<file path="src/rtl/owtsm_pkg.sv">
// Shared types and constants for the single-wire bus master.
// Holds phase and step codes, the configuration and state structs, and the result word.
// No dependencies.
`default_nettype none

package owtsm_pkg;

   // request codes
   localparam logic [2:0] REQ_TICK  = 3'd0;
   localparam logic [2:0] REQ_RESET = 3'd1;
   localparam logic [2:0] REQ_WRITE = 3'd2;
   localparam logic [2:0] REQ_READ  = 3'd3;
   localparam logic [2:0] REQ_TEMP  = 3'd4;

   // configuration register indexes
   localparam logic [7:0] CSR_IDLE      = 8'd0;
   localparam logic [7:0] CSR_RST_LOW   = 8'd1;
   localparam logic [7:0] CSR_PRES_SAMP = 8'd2;
   localparam logic [7:0] CSR_RST_REC   = 8'd3;
   localparam logic [7:0] CSR_WR_LOW    = 8'd4;
   localparam logic [7:0] CSR_SLOT_TAIL = 8'd5;
   localparam logic [7:0] CSR_RD_LOW    = 8'd6;
   localparam logic [7:0] CSR_RD_SAMP   = 8'd7;

   // sequence steps: temperature read runs RST1 through RST3
   localparam logic [3:0] STEP_RST1  = 4'd0;
   localparam logic [3:0] STEP_SKIP1 = 4'd1;
   localparam logic [3:0] STEP_CONVT = 4'd2;
   localparam logic [3:0] STEP_WAIT  = 4'd3;
   localparam logic [3:0] STEP_RST2  = 4'd4;
   localparam logic [3:0] STEP_SKIP2 = 4'd5;
   localparam logic [3:0] STEP_RDSP  = 4'd6;
   localparam logic [3:0] STEP_RDLO  = 4'd7;
   localparam logic [3:0] STEP_RDHI  = 4'd8;
   localparam logic [3:0] STEP_RST3  = 4'd9;
   localparam logic [3:0] STEP_RESET = 4'd10;
   localparam logic [3:0] STEP_WRITE = 4'd11;
   localparam logic [3:0] STEP_READ  = 4'd12;

   // bus command bytes
   localparam logic [7:0] CMD_SKIP_ROM = 8'hCC;
   localparam logic [7:0] CMD_CONVERT  = 8'h44;
   localparam logic [7:0] CMD_READ_PAD = 8'hBE;

   localparam logic [15:0] PRESENCE_TIMEOUT = 16'd2000;

   typedef enum logic [3:0] {
      PH_IDLE   = 4'd0,
      PH_RPRE   = 4'd1,
      PH_RLOW   = 4'd2,
      PH_RSAMP  = 4'd3,
      PH_RWAITP = 4'd4,
      PH_RREC   = 4'd5,
      PH_WPRE   = 4'd6,
      PH_WLOW   = 4'd7,
      PH_WTAIL  = 4'd8,
      PH_BPRE   = 4'd9,
      PH_BLOW   = 4'd10,
      PH_BSAMP  = 4'd11,
      PH_BTAIL  = 4'd12,
      PH_CONV   = 4'd13
   } phase_type;

   typedef struct packed {
      logic [15:0] idle_ticks;
      logic [15:0] reset_low_ticks;
      logic [15:0] presence_sample_ticks;
      logic [15:0] reset_recovery_ticks;
      logic [15:0] write_low_ticks;
      logic [15:0] slot_tail_ticks;
      logic [15:0] read_low_ticks;
      logic [15:0] read_sample_ticks;
   } cfg_type;

   typedef struct packed {
      phase_type   phase;
      logic [15:0] tick;
      logic [2:0]  bit_idx;
      logic [7:0]  shift;
      logic [3:0]  step;
      logic [7:0]  low_hold;
      logic [1:0]  pflags;     // bit 0 present, bit 1 timeout
      logic [16:0] result;     // bit 16 sign, 15..0 magnitude
      logic [7:0]  last_read;
   } st_type;

   localparam st_type ST_RESET = '{PH_IDLE, 16'd0, 3'd0, 8'd0, 4'd0, 8'd0, 2'd0, 17'd0, 8'd0};

   typedef struct packed {
      logic        drive_low;
      logic        busy_res;
      logic        done_res;
      logic        rejected;
      logic        device_present;
      logic        presence_timeout;
      logic [7:0]  read_data;
      logic [15:0] temp_magnitude;
      logic        temp_negative;
   } rsp_type;

endpackage

`default_nettype wire

</file>
<file path="src/rtl/owtsm_csr.sv">
// Timing configuration registers for the single-wire bus master.
// Depends on owtsm_pkg (cfg_type, register indexes).
`default_nettype none

module owtsm_csr (
   input  wire logic             clock,
   input  wire logic             reset,
   input  wire logic             csr_write_en,
   input  wire logic [7:0]       csr_index,
   input  wire logic [15:0]      csr_data,
   output owtsm_pkg::cfg_type    cfg
);
   import owtsm_pkg::*;

   cfg_type cfg_ff, cfg_in;

   // write decode; indexes past the list are dropped
   always_comb begin
      cfg_in = cfg_ff;
      if (csr_write_en) begin
         unique case (csr_index)
            CSR_IDLE:      cfg_in.idle_ticks            = csr_data;
            CSR_RST_LOW:   cfg_in.reset_low_ticks       = csr_data;
            CSR_PRES_SAMP: cfg_in.presence_sample_ticks = csr_data;
            CSR_RST_REC:   cfg_in.reset_recovery_ticks  = csr_data;
            CSR_WR_LOW:    cfg_in.write_low_ticks       = csr_data;
            CSR_SLOT_TAIL: cfg_in.slot_tail_ticks       = csr_data;
            CSR_RD_LOW:    cfg_in.read_low_ticks        = csr_data;
            CSR_RD_SAMP:   cfg_in.read_sample_ticks     = csr_data;
            default: ;
         endcase
      end
   end

   always_ff @(posedge clock) begin
      if (reset) begin
         cfg_ff <= '{16'd1000, 16'd480, 16'd60, 16'd240, 16'd15, 16'd45, 16'd1, 16'd13};
      end else begin
         cfg_ff <= cfg_in;
      end
   end

   assign cfg = cfg_ff;

endmodule

`default_nettype wire

</file>
<file path="src/rtl/owtsm_core.sv">
// Per-tick sequencer of the single-wire bus master: phase machine, slot counter,
// shift byte and held results. Depends on owtsm_pkg.
`default_nettype none

module owtsm_core (
   input  wire logic             clock,
   input  wire logic             reset,
   input  wire logic             accept,
   input  wire logic [2:0]       req_type,
   input  wire logic [7:0]       req_write_data,
   input  wire logic             req_line_level,
   input  wire owtsm_pkg::cfg_type cfg,
   output owtsm_pkg::rsp_type    rsp_word
);
   import owtsm_pkg::*;

   st_type st_ff, st_in;

   // tick count has reached the phase length (zero counts as one tick)
   function automatic logic elapsed(input logic [15:0] tick, input logic [15:0] dur);
      elapsed = ({1'b0, tick} + 17'd1) >= {1'b0, dur};
   endfunction

   // start one step of a command sequence
   function automatic st_type begin_op(input st_type s, input logic [3:0] step,
                                       input logic [7:0] data);
      st_type r;
      r         = s;
      r.step    = step;
      r.bit_idx = 3'd0;
      r.tick    = 16'd0;
      case (step) inside
         STEP_RST1, STEP_RST2, STEP_RST3, STEP_RESET: begin
            r.pflags = 2'd0;
            r.phase  = PH_RPRE;
         end
         STEP_SKIP1, STEP_SKIP2: begin
            r.shift = CMD_SKIP_ROM;
            r.phase = PH_WPRE;
         end
         STEP_CONVT: begin
            r.shift = CMD_CONVERT;
            r.phase = PH_WPRE;
         end
         STEP_RDSP: begin
            r.shift = CMD_READ_PAD;
            r.phase = PH_WPRE;
         end
         STEP_WRITE: begin
            r.shift = data;
            r.phase = PH_WPRE;
         end
         STEP_WAIT: r.phase = PH_CONV;
         STEP_RDLO, STEP_RDHI, STEP_READ: begin
            r.shift = 8'd0;
            r.phase = PH_BPRE;
         end
         default: r.phase = PH_IDLE;
      endcase
      return r;
   endfunction

   // close the current step: capture read bytes, then chain or go idle
   function automatic st_type finish_op(input st_type s);
      st_type      r;
      logic [15:0] raw;
      r   = s;
      raw = {s.shift, s.low_hold};
      if (s.step == STEP_RDLO) begin
         r.low_hold = s.shift;
      end else if (s.step == STEP_RDHI) begin
         if (s.shift[7]) r.result = {1'b1, ~raw + 16'd1};
         else            r.result = {1'b0, raw};
      end else if (s.step == STEP_READ) begin
         r.last_read = s.shift;
      end
      if (s.step < STEP_RST3) begin
         r = begin_op(r, s.step + 4'd1, 8'd0);
      end else begin
         r.phase = PH_IDLE;
         r.tick  = 16'd0;
      end
      return r;
   endfunction

   // next state and result for one tick
   always_comb begin
      st_type s;
      logic   drive, done, rej, adv;
      s     = st_ff;
      drive = 1'b0;
      done  = 1'b0;
      rej   = 1'b0;
      adv   = 1'b0;

      // command intake
      if (s.phase != PH_IDLE) begin
         rej = req_type != REQ_TICK;
      end else begin
         case (req_type)
            REQ_RESET: s = begin_op(s, STEP_RESET, 8'd0);
            REQ_WRITE: s = begin_op(s, STEP_WRITE, req_write_data);
            REQ_READ:  s = begin_op(s, STEP_READ, 8'd0);
            REQ_TEMP:  s = begin_op(s, STEP_RST1, 8'd0);
            default: ;
         endcase
      end

      // phase work for this tick
      unique case (s.phase)
         PH_IDLE: ;
         PH_RPRE: begin
            if (elapsed(s.tick, cfg.idle_ticks)) begin
               s.phase = PH_RLOW; s.tick = 16'd0; adv = 1'b1;
            end
         end
         PH_RLOW: begin
            drive = 1'b1;
            if (elapsed(s.tick, cfg.reset_low_ticks)) begin
               s.phase = PH_RSAMP; s.tick = 16'd0; adv = 1'b1;
            end
         end
         PH_RSAMP: begin
            if (elapsed(s.tick, cfg.presence_sample_ticks)) begin
               s.pflags = {1'b0, ~req_line_level};
               s.phase  = PH_RWAITP; s.tick = 16'd0; adv = 1'b1;
            end
         end
         PH_RWAITP: begin
            if (!req_line_level) begin
               s.phase = PH_RREC; s.tick = 16'd0; adv = 1'b1;
            end else if (elapsed(s.tick, PRESENCE_TIMEOUT)) begin
               s.pflags[1] = 1'b1;
               s.phase = PH_IDLE; s.tick = 16'd0; adv = 1'b1; done = 1'b1;
            end
         end
         PH_RREC: begin
            if (elapsed(s.tick, cfg.reset_recovery_ticks)) begin
               done = s.step >= STEP_RST3;
               s    = finish_op(s);
               adv  = 1'b1;
            end
         end
         PH_WPRE: begin
            if (elapsed(s.tick, cfg.idle_ticks)) begin
               s.phase = PH_WLOW; s.tick = 16'd0; adv = 1'b1;
            end
         end
         PH_WLOW: begin
            drive = 1'b1;
            if (elapsed(s.tick, cfg.write_low_ticks)) begin
               s.phase = PH_WTAIL; s.tick = 16'd0; adv = 1'b1;
            end
         end
         PH_WTAIL: begin
            drive = ~s.shift[0];
            if (elapsed(s.tick, cfg.slot_tail_ticks)) begin
               s.shift = {1'b0, s.shift[7:1]};
               adv     = 1'b1;
               if (s.bit_idx == 3'd7) begin
                  done = s.step >= STEP_RST3;
                  s    = finish_op(s);
               end else begin
                  s.bit_idx = s.bit_idx + 3'd1;
                  s.phase   = PH_WPRE; s.tick = 16'd0;
               end
            end
         end
         PH_BPRE: begin
            if (elapsed(s.tick, cfg.idle_ticks)) begin
               s.phase = PH_BLOW; s.tick = 16'd0; adv = 1'b1;
            end
         end
         PH_BLOW: begin
            drive = 1'b1;
            if (elapsed(s.tick, cfg.read_low_ticks)) begin
               s.phase = PH_BSAMP; s.tick = 16'd0; adv = 1'b1;
            end
         end
         PH_BSAMP: begin
            if (elapsed(s.tick, cfg.read_sample_ticks)) begin
               s.shift = {req_line_level, s.shift[7:1]};
               s.phase = PH_BTAIL; s.tick = 16'd0; adv = 1'b1;
            end
         end
         PH_BTAIL: begin
            if (elapsed(s.tick, cfg.slot_tail_ticks)) begin
               adv = 1'b1;
               if (s.bit_idx == 3'd7) begin
                  done = s.step >= STEP_RST3;
                  s    = finish_op(s);
               end else begin
                  s.bit_idx = s.bit_idx + 3'd1;
                  s.phase   = PH_BLOW; s.tick = 16'd0;
               end
            end
         end
         PH_CONV: begin
            if (elapsed(s.tick, cfg.idle_ticks)) begin
               done = s.step >= STEP_RST3;
               s    = finish_op(s);
               adv  = 1'b1;
            end
         end
         default: begin
            s.phase = PH_IDLE;
            adv     = 1'b1;
         end
      endcase

      if (!adv) s.tick = s.tick + 16'd1;

      st_in                     = s;
      rsp_word.drive_low        = drive;
      rsp_word.busy_res         = s.phase != PH_IDLE;
      rsp_word.done_res         = done;
      rsp_word.rejected         = rej;
      rsp_word.device_present   = s.pflags[0];
      rsp_word.presence_timeout = s.pflags[1];
      rsp_word.read_data        = s.last_read;
      rsp_word.temp_magnitude   = s.result[15:0];
      rsp_word.temp_negative    = s.result[16];
   end

   always_ff @(posedge clock) begin
      if (reset) begin
         st_ff <= ST_RESET;
      end else if (accept) begin
         st_ff <= st_in;
      end
   end

endmodule

`default_nettype wire

</file>
<file path="src/rtl/owtsm_skid.sv">
// Two-entry result buffer (output register plus skid register) for the bus master.
// Depends on owtsm_pkg (rsp_type).
`default_nettype none

module owtsm_skid (
   input  wire logic             clock,
   input  wire logic             reset,
   input  wire logic             push,
   input  wire owtsm_pkg::rsp_type push_word,
   input  wire logic             rsp_stall,
   output logic                  rsp_valid,
   output owtsm_pkg::rsp_type    rsp_word,
   output logic                  full
);
   import owtsm_pkg::*;

   logic    main_valid_ff, main_valid_in;
   logic    skid_valid_ff, skid_valid_in;
   rsp_type main_ff, main_in;
   rsp_type skid_ff, skid_in;
   logic    take;

   assign take = main_valid_ff && !rsp_stall;

   // drain on take, then load the pushed word into the first free slot
   always_comb begin
      main_valid_in = main_valid_ff;
      main_in       = main_ff;
      skid_valid_in = skid_valid_ff;
      skid_in       = skid_ff;
      if (take) begin
         if (skid_valid_ff) begin
            main_in       = skid_ff;
            skid_valid_in = 1'b0;
         end else begin
            main_valid_in = 1'b0;
         end
      end
      if (push) begin
         if (!main_valid_in) begin
            main_valid_in = 1'b1;
            main_in       = push_word;
         end else begin
            skid_valid_in = 1'b1;
            skid_in       = push_word;
         end
      end
   end

   always_ff @(posedge clock) begin
      if (reset) begin
         main_valid_ff <= 1'b0;
         skid_valid_ff <= 1'b0;
      end else begin
         main_valid_ff <= main_valid_in;
         skid_valid_ff <= skid_valid_in;
      end
   end

   always_ff @(posedge clock) begin
      main_ff <= main_in;
      skid_ff <= skid_in;
   end

   assign rsp_valid = main_valid_ff;
   assign rsp_word  = main_ff;
   assign full      = skid_valid_ff;

endmodule

`default_nettype wire

</file>
<file path="src/rtl/one_wire_temp_sensor_master.sv">
// Single-wire bus master with temperature read sequence, top level.
// Depends on owtsm_pkg, owtsm_csr, owtsm_core and owtsm_skid.
//
// Usage:
//  - Each req word is one bus tick (nominally 1 us): req_type carries an optional
//    command (reset, write byte, read byte, temperature read), req_line_level the
//    sampled bus line. Every accepted word yields exactly one rsp word.
//  - rsp_drive_low is the line drive for that tick; the held fields (presence,
//    read_data, temperature) keep their value until a later command updates them.
//  - Commands arriving while busy are dropped and flagged with rsp_rejected.
//  - The rsp word of an accepted req word is registered in the output buffer.
//    Throughput: one word per cycle while req_stall is low; the per-tick phase
//    machine and its 16-bit slot counter update combinationally from the state register.
//  - The rsp side has an output register plus a skid register; req_stall rises
//    only once both hold a word, i.e. after the receiver has stalled.
//  - Reset (synchronous) sets the sequencer idle, clears held results, empties
//    the output buffer and loads the default slot timings.
//  - Write timing registers through csr_* only while idle; the block does not check.
`default_nettype none

module one_wire_temp_sensor_master (
   input  wire logic        clock,
   input  wire logic        reset,
   // input channel
   input  wire logic        req_valid,
   output logic             req_stall,
   input  wire logic [2:0]  req_type,
   input  wire logic [7:0]  req_write_data,
   input  wire logic        req_line_level,
   // result channel
   output logic             rsp_valid,
   input  wire logic        rsp_stall,
   output logic             rsp_drive_low,
   output logic             rsp_busy_res,
   output logic             rsp_done_res,
   output logic             rsp_rejected,
   output logic             rsp_device_present,
   output logic             rsp_presence_timeout,
   output logic [7:0]       rsp_read_data,
   output logic [15:0]      rsp_temp_magnitude,
   output logic             rsp_temp_negative,
   // configuration
   input  wire logic        csr_write_en,
   input  wire logic [7:0]  csr_index,
   input  wire logic [15:0] csr_data
);
   import owtsm_pkg::*;

   cfg_type cfg;
   rsp_type core_word;
   rsp_type out_word;
   logic    accept;
   logic    buf_full;

   assign req_stall = buf_full;
   assign accept    = req_valid && !buf_full;

   owtsm_csr u_csr (
      .clock        (clock),
      .reset        (reset),
      .csr_write_en (csr_write_en),
      .csr_index    (csr_index),
      .csr_data     (csr_data),
      .cfg          (cfg)
   );

   owtsm_core u_core (
      .clock          (clock),
      .reset          (reset),
      .accept         (accept),
      .req_type       (req_type),
      .req_write_data (req_write_data),
      .req_line_level (req_line_level),
      .cfg            (cfg),
      .rsp_word       (core_word)
   );

   owtsm_skid u_skid (
      .clock     (clock),
      .reset     (reset),
      .push      (accept),
      .push_word (core_word),
      .rsp_stall (rsp_stall),
      .rsp_valid (rsp_valid),
      .rsp_word  (out_word),
      .full      (buf_full)
   );

   assign rsp_drive_low        = out_word.drive_low;
   assign rsp_busy_res         = out_word.busy_res;
   assign rsp_done_res         = out_word.done_res;
   assign rsp_rejected         = out_word.rejected;
   assign rsp_device_present   = out_word.device_present;
   assign rsp_presence_timeout = out_word.presence_timeout;
   assign rsp_read_data        = out_word.read_data;
   assign rsp_temp_magnitude   = out_word.temp_magnitude;
   assign rsp_temp_negative    = out_word.temp_negative;

   // a full buffer always has a word on the output
   a_stall_has_word: assert property (@(posedge clock) disable iff (reset)
      req_stall |-> rsp_valid)
      else $error("req_stall high with no rsp word pending");

   // a completed command always leaves the sequencer idle
   a_done_idle: assert property (@(posedge clock) disable iff (reset)
      (rsp_valid && rsp_done_res) |-> !rsp_busy_res)
      else $error("done reported while still busy");

   // a negative reading never has a zero magnitude
   a_neg_nonzero: assert property (@(posedge clock) disable iff (reset)
      (rsp_valid && rsp_temp_negative) |-> (rsp_temp_magnitude != 16'd0))
      else $error("negative temperature with zero magnitude");

endmodule

`default_nettype wire

</file>
<file path="config.mk">
export PLATFORM = sky130hd
export DESIGN_NAME = one_wire_temp_sensor_master
export DESIGN_NICKNAME = d
export VERILOG_FILES = /design/src/rtl/owtsm_pkg.sv /design/src/rtl/owtsm_csr.sv /design/src/rtl/owtsm_core.sv /design/src/rtl/owtsm_skid.sv /design/src/rtl/one_wire_temp_sensor_master.sv
export SDC_FILE = /design/constraint.sdc
export NUM_CORES = 1
export LEC_CHECK = 0
export BUFFER_PORTS_ARGS = -buffer_cell sky130_fd_sc_hd__clkbuf_2
export CORE_ASPECT_RATIO = 1.4
export CORE_MARGIN = 1.5
export CORE_UTILIZATION = 50
export CTS_BUF_LIST = sky130_fd_sc_hd__clkbuf_8
export DETAILED_ROUTE_END_ITERATION = 8
export GPL_TIMING_DRIVEN = 0
export PLACE_DENSITY_LB_ADDON = 0.08
export SLEW_MARGIN = 0
export SYNTH_ARGS = -nofsm -noshare
export SYNTH_HDL_FRONTEND = slang
export SYNTH_SLANG_ARGS = --single-unit
export TNS_END_PERCENT = 20
</file>
<file path="constraint.sdc">
create_clock -name clock -period 14.5 [get_ports clock]
set_input_delay 2.9 -clock clock [delete_from_list [all_inputs] [get_ports clock]]
set_output_delay 2.9 -clock clock [all_outputs]
set_load 0.02 [all_outputs]
</file>
==> results.tsv <==
stage	metric	value	unit
outcome	status	finished, final reports clean	
global_route	grt_overflow_total	0	
clocking	cts-hold-fix-buffers	0	
logic_synthesis	yosysTopAreaCell	dfxtp_1	
die	ios	74	
logic_synthesis	synth_ff_type	dfxtp_1	
clocking	path_clk_slew	0.06	ns
logic_synthesis	ys_async_sr_fraction	0	%
sta	timing.hold.ws	0.455	ns
worst_setup_path	cp_num_buf_inv	4	
hold_path	worst_hold_path_type	register to register	
clocking	clock-sinks	262	
worst_setup_path	reg2reg_from	u_core.st_ff[67]$_SDFFE_PP0P_	
sta	finalHoldViolCount	0	
logic_synthesis	synth_seq_area_share	33.3	%
worst_setup_path	cp-startpoint	req_type[1]	
global_route	track_usage	35.1	%
logic_synthesis	synth-edff-count	31	
worst_setup_path	arrival	11.52	ns
sta	period_share	76.3	%
final_layout	fin_area	18400	sq um
final_layout	layout-drive-gt1-share	9.04	%
logic_synthesis	ys_ff_latch	262	
worst_setup_path	startpoint_type	input port	
sta	final.setup_skew	0.0234	ns
final_layout	nNetsFinal	2400	
route	vias	16300	
sta	slew_viol_final	0	
clocking	cts_tree	done	
die	die_w	157	um
clocking	cts_buffers	43	
placement	place_inst	2629	
worst_setup_path	worst_path_max_delay_cell	nor2_1	
clocking	clockBufferDepth	3	
logic_synthesis	synth_common_cells	nand2_1 (302), dfxtp_1 (231), a21oi_1 (191), inv_1 (173), nor2_1 (171)	
logic_synthesis	synth.area.top_cells	dfxtp_1 (28%), ha_1 (9.8%), nand2_1 (6.8%)	
sta	rsz0062_at_grt	no	
clocking	cts_root_buf	clkbuf_8	
route	postRouteAntennaNets	0	
clocking	postCtsResizedCells	0	
global_route	grt_max_degree	30	
sta	min_period	11.06	ns
worst_setup_path	regToRegSetupSlack	5.56	ns
global_route	grt_pass1_wl	90600	um
worst_setup_path	crit_path_max_incr_delay	0.88	ns
final_layout	utilization	55.7	%
clocking	clk_latency	0.59	ns
sta	worst_slew_pin_slew	1.46	ns
route	drt_first_pass_iters	5	
worst_setup_path	cpMostUsedCell	ha_1	
clocking	post_cts_buffers	0	
worst_setup_path	required	14.96	ns
worst_setup_path	cp-end-kind	register	
power	peakVddDrop	0.0000857	V
worst_setup_path	critPathMaxFanout	10	
job	max-cap-violations	0	
sta	slew_headroom	1.92	%
route	drt_iter0_markers	1113	
die	fp-row-count	79	
placement	portBuffers	57	
logic_synthesis	syn_inst	2125	
logic_synthesis	syn_area	16700	sq um
power	p_leak	7.51	nW
logic_synthesis	yosysWarnings	0	
final_layout	stdcell_count	2703	
route	vias_per_cell	6.04	
route	drc_errors	0	
logic_synthesis	avgSynthCellArea	7.85	sq um
worst_setup_path	crit_type	input port to register	
die	start_util	50.5	%
hold_path	holdCritStartpoint	u_csr.cfg[41]$_SDFFE_PP0P_	
route	routedWlPerCell	22.3	um
placement	place_area	17600	sq um
die	die_area	34500	sq um
sta	tns	0	ns
global_route	first_global_vias	15600	
logic_synthesis	yosysUniqueCellTypes	96	
worst_setup_path	critical-path-top-delay-family	simple AND/OR/NAND/NOR gates	
logic_synthesis	synth.most_common_cell	nand2_1	
sta	clock.fmax	90.4	MHz
logic_synthesis	postSynthNetCount	2296	
route	wirelength	60300	um
placement	gp_congestion	1.04	
die	chipHeight	219	um
final_layout	syn2layout_area_growth	10.3	%
power	power_density	96.9	nW/um^2
global_route	antenna_found_initial	1	
die	core_area	33000	sq um
clocking	htreeDepth	2	
sta	setup_viol	0	
logic_synthesis	yosysTopAreaCellShare	27.7	%
placement	place_hpwl	45200	um
## worst register-to-register path: cells and delay by family (launching register included)
family                     cells  cell delay [ns]
and+or+nand+nor                9             3.96
AOI/OAI and AO/OA              9             2.80
adders and majority gates      3             0.97
buffers and inverters          4             0.63
DFF                            1             0.31
xor gates and xnor gates       1             0.13
## sequential cells by signal (all words and copies together), names as in the netlist
signal	cells
u_skid.skid_ff	31
u_csr.cfg	128
u_skid.rsp_valid	1
u_skid.rsp_word	31
u_core.st_ff	70
u_skid.full	1
## cell families (layout without fill, tap and decap cells)
kind of cell             Yosys count  count (layout)  synth area share, %
AO/OA/AOI/OAI                    601             601                 23.7
multiplexers                      60              60                 3.78
flip-flops                       262             262                 33.3
other                              0               1                    0
AND/OR/NAND/NOR                  736             736                 20.7
adder cells (fa/ha/maj)          130             130                 9.75
buffers and inverters            312             444                 7.48
XOR/XNOR                          24              24                 1.26
## cell type report
cell class	count	area, sq um
tap	445	557
multi-input combinational	1551	9910
timing repair buffer	59	313
inverter	174	653
buffer	138	594
clock inverter	23	126
antenna	1	2.50
fill	3243	14600
clock buffer	50	688
sequential	262	5560
## path summary, 6_finish.rpt
path / to / depth (start not counted)
max reg2reg: u_core.st_ff[54]$_SDFFE_PP0P_ / 26
min: u_csr.cfg[41]$_SDFFE_PP0P_ / 2
min reg2reg: u_csr.cfg[41]$_SDFFE_PP0P_ / 2
max: u_core.st_ff[54]$_SDFFE_PP0P_ / 26
## layout by cell type, fill, tap and decap left out, drive strengths merged, types with 17 or more instances in the layout
cell,count
o21ai,97
mux2i,36
ha,130
a211o,23
edfxtp,31
nor4,19
and3,23
nor2,174
a31oi,29
a211oi,66
inv,193
buf,34
nand4,22
xnor2,21
nand2,304
a21oi,191
clkbuf,213
o31ai,17
nor3,31
nand3,49
a21o,23
and2,23
dfxtp,231
mux2,24
## stage by stage
step / power (mW) / worst slack [ns]
global placement: 1.14 / 3.09
detailed placement: 1.15 / 3.10
CTS: 1.79 / 3.67
floorplan: 1.02 / 5.67
global route: 1.85 / 3.11
finish: 1.78 / 3.44
## power by group
part | internal [mW] | switching, mW | total (mW)
Clock | 0.330 | 0.314 | 0.644
Combinational | 0.109 | 0.253 | 0.363
Sequential | 0.761 | 0.0151 | 0.776
## per-layer routing
metal	GRT usage [%]	part of all wire, %	vias up
met4	24.2	7.2	0
met5	0	0	-
met3	4.52	5.5	207
li1	-	-	7798
met1	38.3	37	7711
met2	62.6	50	613
Power figures use the tool's default switching activity.
